--- src/design/iqs_pkg.sv ---
`timescale 1ns / 1ps
`default_nettype none
package iqs_pkg;
  localparam int MaxItems  = 64;
  localparam int DataWidth = 32;
  localparam int IdxW      = $clog2(MaxItems);
  localparam int CntW      = $clog2(MaxItems + 1);
  localparam int RangeW    = 2 * IdxW;

  typedef logic [IdxW-1:0]      idx_t;
  typedef logic [CntW-1:0]      cnt_t;
  typedef logic [DataWidth-1:0] data_t;

  // controller to datapath commands
  typedef struct packed {
    logic store_we;      // write sample at count
    logic cnt_clr;       // clear count and overflow
    logic mark_ovf;      // note a dropped item
    logic mem_re;        // issue element read
    idx_t mem_raddr;
    logic mem_we;        // element write
    idx_t mem_waddr;
    logic wsel_b;        // write data: 0 reg a, 1 reg b
    logic wsel_pv;       // write data: pivot register
    logic lat_a;         // latch read data into reg a
    logic lat_b;         // latch read data into reg b
    logic lat_pv;        // latch read data as pivot
    logic lat_out;       // latch read data as output value
    logic stk_we;
    idx_t stk_waddr;
    logic [RangeW-1:0] stk_wdata;
    logic stk_re;
    idx_t stk_raddr;
  } iqs_cmd_t;

  // datapath to controller status
  typedef struct packed {
    cnt_t count;
    logic ovf;
    logic less;                    // reg b < pivot
    logic [RangeW-1:0] stk_rdata;
  } iqs_sts_t;

  function automatic logic signed_less(data_t a, data_t b);
    return $signed(a) < $signed(b);
  endfunction
endpackage
`default_nettype wire

--- src/design/iqs_stream_if.sv ---
`timescale 1ns / 1ps
`default_nettype none
interface iqs_in_if;
  logic        valid;
  logic        ready;
  logic [31:0] sample_value;
  logic        is_last;
  modport source (output valid, sample_value, is_last, input ready);
  modport sink   (input valid, sample_value, is_last, output ready);
endinterface

interface iqs_out_if;
  logic        valid;
  logic        ready;
  logic [31:0] sorted_value;
  logic        final_item;
  logic        overflow_flag;
  modport source (output valid, sorted_value, final_item, overflow_flag, input ready);
  modport sink   (input valid, sorted_value, final_item, overflow_flag, output ready);
endinterface
`default_nettype wire

--- src/design/iqs_ram.sv ---
`timescale 1ns / 1ps
`default_nettype none
module iqs_ram #(
  parameter int Width = 32,
  parameter int Depth = 64
) (
  input  wire logic                     clk_i,
  input  wire logic                     we_i,
  input  wire logic [$clog2(Depth)-1:0] waddr_i,
  input  wire logic [Width-1:0]         wdata_i,
  input  wire logic                     re_i,
  input  wire logic [$clog2(Depth)-1:0] raddr_i,
  output logic      [Width-1:0]         rdata_o
);
  logic [Width-1:0] mem_q [Depth];

  // one write port, one registered read port
  always_ff @(posedge clk_i) begin
    if (we_i) mem_q[waddr_i] <= wdata_i;
    if (re_i) rdata_o <= mem_q[raddr_i];
  end
endmodule
`default_nettype wire

--- src/design/iqs_datapath.sv ---
`timescale 1ns / 1ps
`default_nettype none
module iqs_datapath import iqs_pkg::*; (
  input  wire logic      clk_i,
  input  wire logic      rst_ni,
  input  wire iqs_cmd_t  cmd_i,
  input  wire logic [31:0] sample_i,
  output iqs_sts_t       sts_o,
  output data_t          out_value_o
);
  cnt_t  cnt_q;
  logic  ovf_q;
  data_t a_q, b_q, pv_q, out_q, rd;
  data_t wdata;
  idx_t  waddr;

  // count and overflow
  always_ff @(posedge clk_i or negedge rst_ni) begin
    if (!rst_ni) begin
      cnt_q <= '0;
      ovf_q <= 1'b0;
    end else if (cmd_i.cnt_clr) begin
      cnt_q <= '0;
      ovf_q <= 1'b0;
    end else begin
      if (cmd_i.store_we) cnt_q <= cnt_q + cnt_t'(1);
      if (cmd_i.mark_ovf) ovf_q <= 1'b1;
    end
  end

  // working registers
  always_ff @(posedge clk_i) begin
    if (cmd_i.lat_a)   a_q   <= rd;
    if (cmd_i.lat_b)   b_q   <= rd;
    if (cmd_i.lat_pv)  pv_q  <= rd;
    if (cmd_i.lat_out) out_q <= rd;
  end

  // element write select
  always_comb begin
    if (cmd_i.store_we) begin
      wdata = sample_i[DataWidth-1:0];
      waddr = cnt_q[IdxW-1:0];
    end else begin
      if (cmd_i.wsel_pv) wdata = pv_q;
      else wdata = cmd_i.wsel_b ? b_q : a_q;
      waddr = cmd_i.mem_waddr;
    end
  end

  iqs_ram #(.Width(DataWidth), .Depth(MaxItems)) u_elem (
    .clk_i, .we_i(cmd_i.store_we | cmd_i.mem_we), .waddr_i(waddr), .wdata_i(wdata),
    .re_i(cmd_i.mem_re), .raddr_i(cmd_i.mem_raddr), .rdata_o(rd)
  );

  iqs_ram #(.Width(RangeW), .Depth(MaxItems)) u_stack (
    .clk_i, .we_i(cmd_i.stk_we), .waddr_i(cmd_i.stk_waddr), .wdata_i(cmd_i.stk_wdata),
    .re_i(cmd_i.stk_re), .raddr_i(cmd_i.stk_raddr), .rdata_o(sts_o.stk_rdata)
  );

  assign sts_o.count = cnt_q;
  assign sts_o.ovf   = ovf_q;
  assign sts_o.less  = signed_less(b_q, pv_q);
  assign out_value_o = out_q;
endmodule
`default_nettype wire

--- src/design/iqs_ctrl.sv ---
`timescale 1ns / 1ps
`default_nettype none
module iqs_ctrl import iqs_pkg::*; (
  input  wire logic     clk_i,
  input  wire logic     rst_ni,
  input  wire logic     in_valid_i,
  input  wire logic     in_last_i,
  output logic          in_ready_o,
  output logic          out_valid_o,
  input  wire logic     out_ready_i,
  output logic          out_final_o,
  input  wire iqs_sts_t sts_i,
  output iqs_cmd_t      cmd_o
);
  typedef enum logic [3:0] {
    S_LOAD, S_POP, S_POPW, S_PIVW, S_RDI, S_RDW, S_CMP, S_SWS,
    S_FINR, S_FINW, S_FINS, S_PUSH, S_EMR, S_EMW, S_EMV
  } state_e;

  state_e state_q, state_d;
  idx_t lo_q, lo_d, hi_q, hi_d, i_q, i_d, st_q, st_d, k_q, k_d;
  cnt_t top_q, top_d, n_q, n_d;
  logic ovalid_q, ovalid_d, ofinal_q, ofinal_d;
  logic push2_q, push2_d;   // second push pending
  logic [RangeW-1:0] r2_q, r2_d;
  logic acc;
  iqs_cmd_t c;
  logic [IdxW:0] p1, lo1;

  assign acc        = in_valid_i && in_ready_o;
  assign in_ready_o = (state_q == S_LOAD);
  assign p1  = {1'b0, st_q} + (IdxW+1)'(1);
  assign lo1 = {1'b0, lo_q} + (IdxW+1)'(1);

  // next state and commands
  always_comb begin
    state_d = state_q; lo_d = lo_q; hi_d = hi_q; i_d = i_q; st_d = st_q; k_d = k_q;
    top_d = top_q; n_d = n_q; ovalid_d = ovalid_q; ofinal_d = ofinal_q;
    push2_d = push2_q; r2_d = r2_q;
    c = '0;
    unique case (state_q)
      S_LOAD: begin
        if (acc) begin
          if (sts_i.count != cnt_t'(MaxItems)) c.store_we = 1'b1;
          else c.mark_ovf = 1'b1;
          if (in_last_i) begin
            n_d = (sts_i.count != cnt_t'(MaxItems)) ? sts_i.count + cnt_t'(1) : sts_i.count;
            k_d = '0;
            if (n_d >= cnt_t'(2)) begin
              // whole set goes on the stack, pivot read once the last sample is in
              c.stk_we = 1'b1; c.stk_waddr = '0;
              c.stk_wdata = {idx_t'(0), idx_t'(n_d - cnt_t'(1))};
              top_d = cnt_t'(1);
              state_d = S_POP;
            end else state_d = S_EMR;
          end
        end
      end
      S_POP: begin
        if (top_q == '0) begin
          k_d = '0; state_d = S_EMR;
        end else begin
          top_d = top_q - cnt_t'(1);
          c.stk_re = 1'b1; c.stk_raddr = idx_t'(top_d);
          state_d = S_POPW;
        end
      end
      S_POPW: begin
        lo_d = sts_i.stk_rdata[RangeW-1:IdxW]; hi_d = sts_i.stk_rdata[IdxW-1:0];
        c.mem_re = 1'b1; c.mem_raddr = hi_d;
        state_d = S_PIVW;
      end
      S_PIVW: begin
        c.lat_pv = 1'b1; i_d = lo_q; st_d = lo_q;
        state_d = S_RDI;
      end
      S_RDI: begin
        if (i_q == hi_q) begin
          c.mem_re = 1'b1; c.mem_raddr = st_q;
          state_d = S_FINR;
        end else begin
          c.mem_re = 1'b1; c.mem_raddr = i_q;
          state_d = S_RDW;
        end
      end
      S_RDW: begin
        c.lat_b = 1'b1;
        c.mem_re = 1'b1; c.mem_raddr = st_q;
        state_d = S_CMP;
      end
      S_CMP: begin
        c.lat_a = 1'b1;
        if (sts_i.less) state_d = S_SWS;
        else begin
          i_d = i_q + idx_t'(1); state_d = S_RDI;
        end
      end
      S_SWS: begin
        // swap: store slot gets b, i gets a (a stays valid after write)
        c.mem_we = 1'b1; c.mem_waddr = st_q; c.wsel_b = 1'b1;
        state_d = S_FINS;
      end
      S_FINS: begin
        c.mem_we = 1'b1; c.mem_waddr = i_q; c.wsel_b = 1'b0;
        st_d = st_q + idx_t'(1); i_d = i_q + idx_t'(1);
        state_d = S_RDI;
      end
      S_FINR: begin
        c.lat_a = 1'b1; state_d = S_FINW;
      end
      S_FINW: begin
        // store slot gets pivot, hi gets old store value
        c.mem_we = 1'b1; c.mem_waddr = hi_q; c.wsel_b = 1'b0;
        state_d = S_PUSH;
        push2_d = 1'b0;
        r2_d = {st_q + idx_t'(1), hi_q};
      end
      S_PUSH: begin
        if (!push2_q) begin
          // write pivot copy in place, then first push
          c.mem_we = 1'b1; c.mem_waddr = st_q; c.wsel_pv = 1'b1;
          push2_d = 1'b1;
          if ({1'b0, st_q} > lo1 && top_q < cnt_t'(MaxItems)) begin
            c.stk_we = 1'b1; c.stk_waddr = idx_t'(top_q);
            c.stk_wdata = {lo_q, st_q - idx_t'(1)};
            top_d = top_q + cnt_t'(1);
          end
        end else begin
          if (p1 < {1'b0, hi_q} && top_q < cnt_t'(MaxItems)) begin
            c.stk_we = 1'b1; c.stk_waddr = idx_t'(top_q); c.stk_wdata = r2_q;
            top_d = top_q + cnt_t'(1);
          end
          state_d = S_POP;
        end
      end
      S_EMR: begin
        c.mem_re = 1'b1; c.mem_raddr = k_q;
        state_d = S_EMW;
      end
      S_EMW: begin
        c.lat_out = 1'b1;
        ovalid_d = 1'b1;
        ofinal_d = ({1'b0, k_q} + (IdxW+1)'(1)) == (IdxW+1)'(n_q);
        state_d = S_EMV;
      end
      S_EMV: begin
        if (out_ready_i) begin
          ovalid_d = 1'b0;
          if (ofinal_q) begin
            c.cnt_clr = 1'b1; state_d = S_LOAD;
          end else begin
            k_d = k_q + idx_t'(1); state_d = S_EMR;
          end
        end
      end
      default: state_d = S_LOAD;
    endcase
  end

  // state and registered outputs
  always_ff @(posedge clk_i or negedge rst_ni) begin
    if (!rst_ni) begin
      state_q <= S_LOAD; top_q <= '0; n_q <= '0; ovalid_q <= 1'b0; ofinal_q <= 1'b0;
      lo_q <= '0; hi_q <= '0; i_q <= '0; st_q <= '0; k_q <= '0;
      push2_q <= 1'b0; r2_q <= '0;
    end else begin
      state_q <= state_d; top_q <= top_d; n_q <= n_d; ovalid_q <= ovalid_d;
      ofinal_q <= ofinal_d; lo_q <= lo_d; hi_q <= hi_d; i_q <= i_d; st_q <= st_d;
      k_q <= k_d; push2_q <= push2_d; r2_q <= r2_d;
    end
  end

  // the pivot write in S_PUSH takes the pivot register
  assign cmd_o       = c;
  assign out_valid_o = ovalid_q;
  assign out_final_o = ofinal_q;
endmodule
`default_nettype wire

--- src/design/iterative_quicksort_engine.sv ---
// load: one item per cycle while in the load state; sorting then runs
// iterative Lomuto passes over index ranges kept on an explicit stack
// runs: one run at a time, no new sample until the final result is taken;
// results are read one at a time through the single element RAM read port
// reset: rst_ni asynchronous active low clears count, overflow and controller
`timescale 1ns / 1ps
`default_nettype none
module iterative_quicksort_engine import iqs_pkg::*; (
  input  wire logic clk_i,
  input  wire logic rst_ni,
  iqs_in_if.sink    in_if,
  iqs_out_if.source out_if
);
  iqs_cmd_t cmd;
  iqs_sts_t sts;
  data_t    val;

  iqs_ctrl u_ctrl (
    .clk_i, .rst_ni,
    .in_valid_i(in_if.valid), .in_last_i(in_if.is_last), .in_ready_o(in_if.ready),
    .out_valid_o(out_if.valid), .out_ready_i(out_if.ready),
    .out_final_o(out_if.final_item), .sts_i(sts), .cmd_o(cmd)
  );

  iqs_datapath u_dp (
    .clk_i, .rst_ni, .cmd_i(cmd), .sample_i(in_if.sample_value),
    .sts_o(sts), .out_value_o(val)
  );

  assign out_if.sorted_value  = 32'($signed(val));
  assign out_if.overflow_flag = sts.ovf;
endmodule
`default_nettype wire

--- src/flat_wrapper.sv ---
// flat-port wrapper written by rule: the top's interface ports become plain ports
module iterative_quicksort_engine_flat import iqs_pkg::*;
  (clk_i, rst_ni, in_if_valid, in_if_sample_value, in_if_is_last, in_if_ready, out_if_valid, out_if_sorted_value, out_if_final_item, out_if_overflow_flag, out_if_ready);
  iqs_in_if in_if_i ();
  iqs_out_if out_if_i ();
  input  wire logic clk_i;
  input  wire logic rst_ni;
  input wire logic [$bits(in_if_i.valid)-1:0] in_if_valid;
  input wire logic [$bits(in_if_i.sample_value)-1:0] in_if_sample_value;
  input wire logic [$bits(in_if_i.is_last)-1:0] in_if_is_last;
  output wire logic [$bits(in_if_i.ready)-1:0] in_if_ready;
  output wire logic [$bits(out_if_i.valid)-1:0] out_if_valid;
  output wire logic [$bits(out_if_i.sorted_value)-1:0] out_if_sorted_value;
  output wire logic [$bits(out_if_i.final_item)-1:0] out_if_final_item;
  output wire logic [$bits(out_if_i.overflow_flag)-1:0] out_if_overflow_flag;
  input wire logic [$bits(out_if_i.ready)-1:0] out_if_ready;
  assign in_if_i.valid = in_if_valid;
  assign in_if_i.sample_value = in_if_sample_value;
  assign in_if_i.is_last = in_if_is_last;
  assign in_if_ready = in_if_i.ready;
  assign out_if_valid = out_if_i.valid;
  assign out_if_sorted_value = out_if_i.sorted_value;
  assign out_if_final_item = out_if_i.final_item;
  assign out_if_overflow_flag = out_if_i.overflow_flag;
  assign out_if_i.ready = out_if_ready;
  iterative_quicksort_engine u_core (.clk_i(clk_i), .rst_ni(rst_ni), .in_if(in_if_i), .out_if(out_if_i));
endmodule
--- config.mk ---
export PLATFORM = sky130hd
export DESIGN_NAME = iterative_quicksort_engine_flat
export DESIGN_NICKNAME = d
export VERILOG_FILES = /design/src/design/iqs_pkg.sv /design/src/design/iqs_stream_if.sv /design/src/design/iqs_ram.sv /design/src/design/iqs_datapath.sv /design/src/design/iqs_ctrl.sv /design/src/design/iterative_quicksort_engine.sv /design/src/flat_wrapper.sv
export SDC_FILE = /design/constraint.sdc
export NUM_CORES = 2
export LEC_CHECK = 0
export BUFFER_PORTS_ARGS = -buffer_cell sky130_fd_sc_hd__buf_4
export CAP_MARGIN = 20
export CORE_MARGIN = 8
export CORE_UTILIZATION = 55
export CTS_CLUSTER_DIAMETER = 150
export DETAILED_ROUTE_END_ITERATION = 12
export PLACE_DENSITY = 0.73
export SETUP_SLACK_MARGIN = 0.15
export SLEW_MARGIN = 20
export SYNTH_ARGS = -nofsm -noshare
export SYNTH_HDL_FRONTEND = slang
export SYNTH_SLANG_ARGS = --single-unit
--- constraint.sdc ---
create_clock -name clk_i -period 5.9 [get_ports clk_i]
set_input_delay 0.295 -clock clk_i [delete_from_list [all_inputs] [get_ports clk_i]]
set_output_delay 0.295 -clock clk_i [all_outputs]
set_load 0.1 [all_outputs]
# After elaboration in Yosys (flattened, before gate mapping)
# Memories as Yosys holds them, arrays and structs flattened. A register that Yosys moved wholly into a read port is not among the register bits.
# Cells that the tools add are included.
# word_totals
ff_bits,199
ram_bits,2816
in_bits,37
output_inout_bits,36
word_cells,158
n_memories,2
# classes
add_sub_neg,11
magnitude_cmp,5
n_eq_ne,28
mux,72
n_bitwise,1
n_reduce_logical,21
# mem_list
memory,depth,width,read_ports,rd_ports_with_merged_regs,wr,line_no,text
u_core.u_dp.u_elem.mem_q,64,32,1,1,1,iqs_ram.sv:15,logic [Width-1:0] mem_q [Depth];
u_core.u_dp.u_stack.mem_q,64,12,1,1,1,iqs_ram.sv:15,
# op_table
operator,n
two-way mux 19 bit,6
two-way mux 32 bit,3
two-way mux 7 bit,13
case mux 4 bit (14 select lines),1
case mux 7 bit (4 select lines),2
two-way mux 6 bit,8
case mux 19 bit (2 select lines),1
case mux 6 bit (3 select lines),2
< comparator 32 bit,1
two-way mux 4 bit,8
"equality test 4 bit, second input constant",7
two-way mux 1 bit,23
"adder 6 x 1 -> 7 bit, second input constant",3
case mux 7 bit (3 select lines),1
"adder 6 x 1 -> 6 bit, second input constant",3
"equality test 4 x 3 -> 1 bit, second input constant",4
"adder 7 x 1 -> 7 bit, second input constant",2
"inequality test 2 bit, second input constant",7
case mux 6 bit (2 select lines),1
"subtractor 6 x 1 -> 6 bit, second input constant",2
nonzero test 2 bit,5
nonzero test 3 bit,3
"equality test 4 x 2 -> 1 bit, second input constant",2
equality test 7 bit,1
22 further kinds,29

# Depth between registers and ports, before layout
# depth
ltp_word,9
ltp_mapped,15
mapped_depth_nobuf,11

# Modules after synthesis
# From an unflattened synthesis, not the netlist that was laid out.
# unflattened
hier_cells,5733
area_unflattened_um2,119843.7
# modules_own_cells
module,instances,cells_per_inst,area_each_um2,seq_area_each_um2
iqs_ram (u_core.u_dp.u_elem),1,3324,78833.1,62459.9
iqs_ram (u_core.u_dp.u_stack),1,1339,29971.2,23422.5
iqs_datapath,1,461,6030.8,4043.9
iqs_ctrl,1,609,5008.6,1576.5

# Least setup slack after synthesis
# Ideal clock, no wire load.
# synth_path
path_type,register to register
from,register u_core.u_ctrl.state_q[2]
to,"memory u_core.u_dp.u_elem.mem_q[16][0], enable pin"
setup_ps,421
t_arrival_ps,5894
required_time_ps,5479
slack_ps,-415
stages_incl_launch_ff,11
n_path_buf,3
period_less_slack_ps,6315
cell_sequence,dfrtp_1 buf_2 or2_1 buf_2 nor3_1 nand2_1 a21oi_1 clkbuf_1 o41a_1 nand3_1 nor2_1
# synth_via
elab_chain_cells,7
word_cells_on_any_way,13
classes_between,eq/ne (4); mux (6); bitwise (1); reduce/logical (2)
# synth_lines
item,line_no,text
start: declaration,iqs_ctrl.sv:20,"state_e state_q, state_d;"
start signal: assignment,iqs_ctrl.sv:167,state_q <= state_d; top_q <= top_d; n_q <= n_d; ovalid_q <= ovalid_d;
logical NOT 4 bit (*),iqs_ctrl.sv:31,assign in_ready_o = (state_q == S_LOAD);
via in_if_ready,flat_wrapper.sv:11,output wire logic [$bits(in_if_i.ready)-1:0] in_if_ready;
logical AND 1 bit,iqs_ctrl.sv:30,assign acc = in_valid_i && in_ready_o;
two-way mux 1 bit,iqs_ctrl.sv:43,if (acc) begin
two-way mux 1 bit (*),iqs_ctrl.sv:41,unique case (state_q)
OR 1 bit,iqs_datapath.sv:52,".clk_i, .we_i(cmd_i.store_we | cmd_i.mem_we), .waddr_i(waddr), .wdata_i(wdata),"
two-way mux 1 bit,iqs_ram.sv:19,if (we_i) mem_q[waddr_i] <= wdata_i;
two-way mux 1 bit (not written as such),iqs_ram.sv:19,
end: declaration,iqs_ram.sv:15,
# The timed path passes the listed nets; every way through them passes the cells marked *.

# Final worst setup path
# layout_path
from,register u_core.u_ctrl.state_q[1]
to,"register u_core.u_dp.u_elem.rdata_o[0] (read register of u_core.u_dp.u_elem.mem_q), data pin"
# layout_via
elab_chain_cells,2
word_cells_on_any_way,5
classes_between,eq/ne (4); mux (1)
# layout_lines
item,line_no,text
"equality test 4 bit, or another cell as far along",iqs_ctrl.sv:41,
case mux 7 bit (4 select lines) (*),iqs_ctrl.sv:41,
end: declaration,iqs_ram.sv:13,output logic [Width-1:0] rdata_o
# Every way passes the cells marked *; elsewhere a longest branch is shown, timed or not.
# A chain may end at the register's enable or synchronous reset.

==> key figures <==
Outcome
  • Status: finished, final reports clean

Worst setup path
  • CP startpoint kind: flip-flop
  • Slowest CP cell: dfrtp_1
  • Critical Path RT: 6.58 ns
  • Crit-path leading delay family: compound AO/OA/AOI/OAI gates
  • Crit-path most repeated cell: buf_4
  • CP endpoint kind: flip-flop
  • Crit-path cells: inv_2 -> a41oi_1 -> o221a_4 -> nand2_8 -> buf_12 -> buf_4 -> a2111oi_0 -> a2111o_1 -> o32ai_1 -> buf_4 -> or4_1
  • WP buf/inv: 4
  • Crit path max fanout: 71
  • Crit path DAT: 5.81 ns
  • Largest stage delay, worst path: 1.03 ns
  • Setup Crit Path Kind: flip-flop to flip-flop

Floorplan
  • Die X: 488 um
  • DIE HEIGHT: 488 um
  • Starting Density: 55.3%
  • Row count: 173
  • Core Box Area: approximately 0.22 mm2
  • Overall die area: 0.239 mm2
  • IO Pins: 73

Detailed routing
  • # DRC: 0
  • Total wire length: 331000 um
  • DRT iter0 DRCs: 11211
  • Final ANT Viol Nets: 0
  • Drt via density: 6.69
  • First-pass detailed-route iteration total: 6
  • Wirelength per Cell: between 30 and 40 um
  • Via count: 71566

Placement
  • Routability Congestion: around 0.90
  • HPWL after DPL: 187000 um
  • Placed Cells: 10136
  • Port bufs: 72

Synth
  • Synth Area in Compound Gates: approximately 7%
  • Synth async-reset ratio: 2.32%
  • Mux cell area share after synthesis: 9.29%
  • Sequential share of the synthesized area: between 70% and 80%
  • Cell with the most instances after synthesis: edfxtp_1
  • Post-synth EDFFs: ~3000
  • Main combinational cell family by area after synthesis: multiplexers
  • Synth area leaders: edfxtp_1 73%, mux4_2 4.6%, mux2i_1 4.6%
  • XOR/XNOR Fraction of Synth Area: less than 1%
  • Post-synthesis cell type count: 92
  • Warnings from Yosys: 0
  • Dominant synthesized flop cell: edfxtp_1
  • Mapped Area: 0.123 mm2
  • Yosys top cell by area: edfxtp_1
  • Synth Area per Inst: 17.0 um2
  • Post-Synth Simple-Gate Area: 6.19%
  • Post-Synthesis Net Count: approximately 7300
  • Synth top area share: 73.1%
  • Synthesized-area fraction occupied by adder cells: 0.550%
  • Cells after Synth: 7218
  • Yosys reg bits: about 3100
  • Synth cell count leaders: 2988 x edfxtp_1, 714 x nand2_1, 565 x mux2i_1, 354 x a2111oi_0, 348 x and3_1

Power and ir drop
  • P_leak: 45.2 nW
  • Peak VDD IR: 0.400 mV
  • Power Dens Cells: 507 mW/mm2
  • PnR Total Power: 70.6 mW

Timing
  • Worst rel slew slack: 9.65%
  • Tcrit/Tclk final: about 87%
  • Slew @ Worst Pin: 1.32 ns
  • Setup_tns: 0 ns
  • Unrepaired setup endpoints after global routing: false
  • Pins Over Slew Limit: 0
  • Final Skew: between 0.1 and 0.15 ns
  • Minimum clock period: 5.13 ns
  • Max Clk Rate: 0.195 GHz
  • Fin. Hold Viols: 0
  • Final setup viols: 0

Global route
  • Global Route met3 Usage: 8.09%
  • GRT overflow: 0
  • Total GRT Usage: 27.0%
  • Initial antenna violation count: 21
  • GR peak layer: met2
  • GR Layer Usage met1: 38.2%
  • Global-route wire length before repair: 475000 um
  • Vias in the first global route: slightly below 70000
  • Largest net degree at the start of global routing: 187
  • Met2 usage: between 40% and 50%

Clock tree
  • Worst-Skew Late Latency: 0.96 ns
  • CTS H-tree lvls: 5
  • Clock sinks: 3059
  • Root Driver: clkbuf_16
  • TritonCTS Buffers: 315
  • CTS max path bufs: 4
  • CTS tree: yes
  • Clock slew at the register clock pins of the worst setup and hold paths: 0.06 ns
  • Post-CTS Setup Repair Bufs: 0

Hold path
  • Worst min path class: input port to asynchronous set/reset pin

Cells and area
  • Net count, final: ~7600
  • Area Growth Syn to Fin: 13.3%
  • Fin cells: 10694
  • Share of cells above drive strength 1: 16.8%

Job
  • Maxcap violations: 0
==> flip-flops by register name, summed over array words and instances (netlist names), 7 cells and up <==
signal,cells
u_core.u_dp.u_elem.mem_q,2048
u_core.u_dp.u_stack.mem_q,768
u_core.u_dp.a_q,32
u_core.u_dp.b_q,32
u_core.u_dp.out_value_o,32
u_core.u_dp.pv_q,32
u_core.u_dp.u_elem.rdata_o,32
u_core.u_ctrl.r2_q,12
u_core.u_dp.u_stack.rdata_o,12
u_core.u_ctrl.n_q,7
u_core.u_ctrl.top_q,7
u_core.u_dp.cnt_q,7
==> layout make-up <==
class / instances / area (um2)
multi-input combinational: 3595 / 30000
clock inverter: 148 / 1260
antenna: 10 / 25.0
sequential: 3059 / 91500
tap: 2975 / 3720
timing repair buffer: 463 / 4050
fill: 15126 / 83000
inverter: 61 / 229
clock buffer: 383 / 8330
==> kinds of logic (layout without fill, tap and decap cells) <==
logic type,after synthesis,after routing
and+or+nand+nor,1605,1605
muxes,824,824
AOI/OAI and AO/OA,1070,1070
xor gates and xnor gates,42,42
adders and majority gates,54,54
DFF,3059,3059
buffers and inverters,564,1055
other,0,10
==> final timing paths <==
| kind | from | endpoint | slack [ns] | depth (start not counted) |
|---|---|---|---|---|
| min reg2reg | u_core.u_dp.u_stack.rdata_o[9]$_DFFE_PP_ | u_core.u_ctrl.lo_q[3]$_DFFE_PN0P_ | 0.47 | 1 |
| min in group clk_i | in_if_sample_value[17] | u_core.u_dp.u_elem.mem_q[9][17]$_DFFE_PP_ | 0.08 | 4 |
| max reg2reg | u_core.u_ctrl.state_q[1]$_DFFE_PN0P_ | u_core.u_dp.u_elem.rdata_o[0]$_DFFE_PN_ | 0.77 | 11 |
| min | rst_ni | u_core.u_dp.cnt_q[0]$_DFFE_PN0P_ | 0.06 | 2 |
| max in group asynchronous | rst_ni | u_core.u_ctrl.top_q[6]$_DFFE_PN0P_ | 5.16 | 2 |
| max | u_core.u_ctrl.state_q[1]$_DFFE_PN0P_ | u_core.u_dp.u_elem.rdata_o[0]$_DFFE_PN_ | 0.77 | 11 |
==> layout by cell type, fill, tap and decap left out, types with 64 or more instances in the layout <==
master and n:
edfxtp_1 2988, nand2_1 712, mux2i_1 565, buf_4 409, and3_1 346, a2111oi_0 338
clkbuf_16 322, mux4_2 252, nor2_1 155, nand3_1 149, a22oi_1 144, a21oi_1 80
nor2_4 80, a311oi_1 75, clkinv_1 71, dfrtp_1 71, o21ai_0 64
==> stage by stage <==
step                cell area (um2)  utilization, %  hold WS [ns]  setup WS, ns
global placement             129000            58.2         0.461         0.974
floorplan                    123000               -     -0.000591         0.326
finish                       139000            62.6        0.0622         0.769
global route                 139000            62.6        0.0511         0.630
CTS                          139000            62.6        0.0349         0.866
detailed placement           129000            58.2         0.465         0.914
==> where the power goes <==
group          internal [mW]  switching, mW  leakage (nW)
Clock                   10.9           7.97          4.68
Combinational           7.54           15.3          12.6
Sequential              27.8           1.04          27.9
==> timing repair <==
item,in CTS,in global routing
hold buffers,13,0
hold endpoints to repair,222,0
resized for setup,0,0
==> layer usage <==
layer | vias to the layer above | share of wire, %
met3 | 638 | 14
met5 | - | 0.067
met4 | 10 | 3.6
li1 | 29711 | -
met1 | 36296 | 38
met2 | 4911 | 45
No activity file was read; power rests on OpenSTA's default activity.
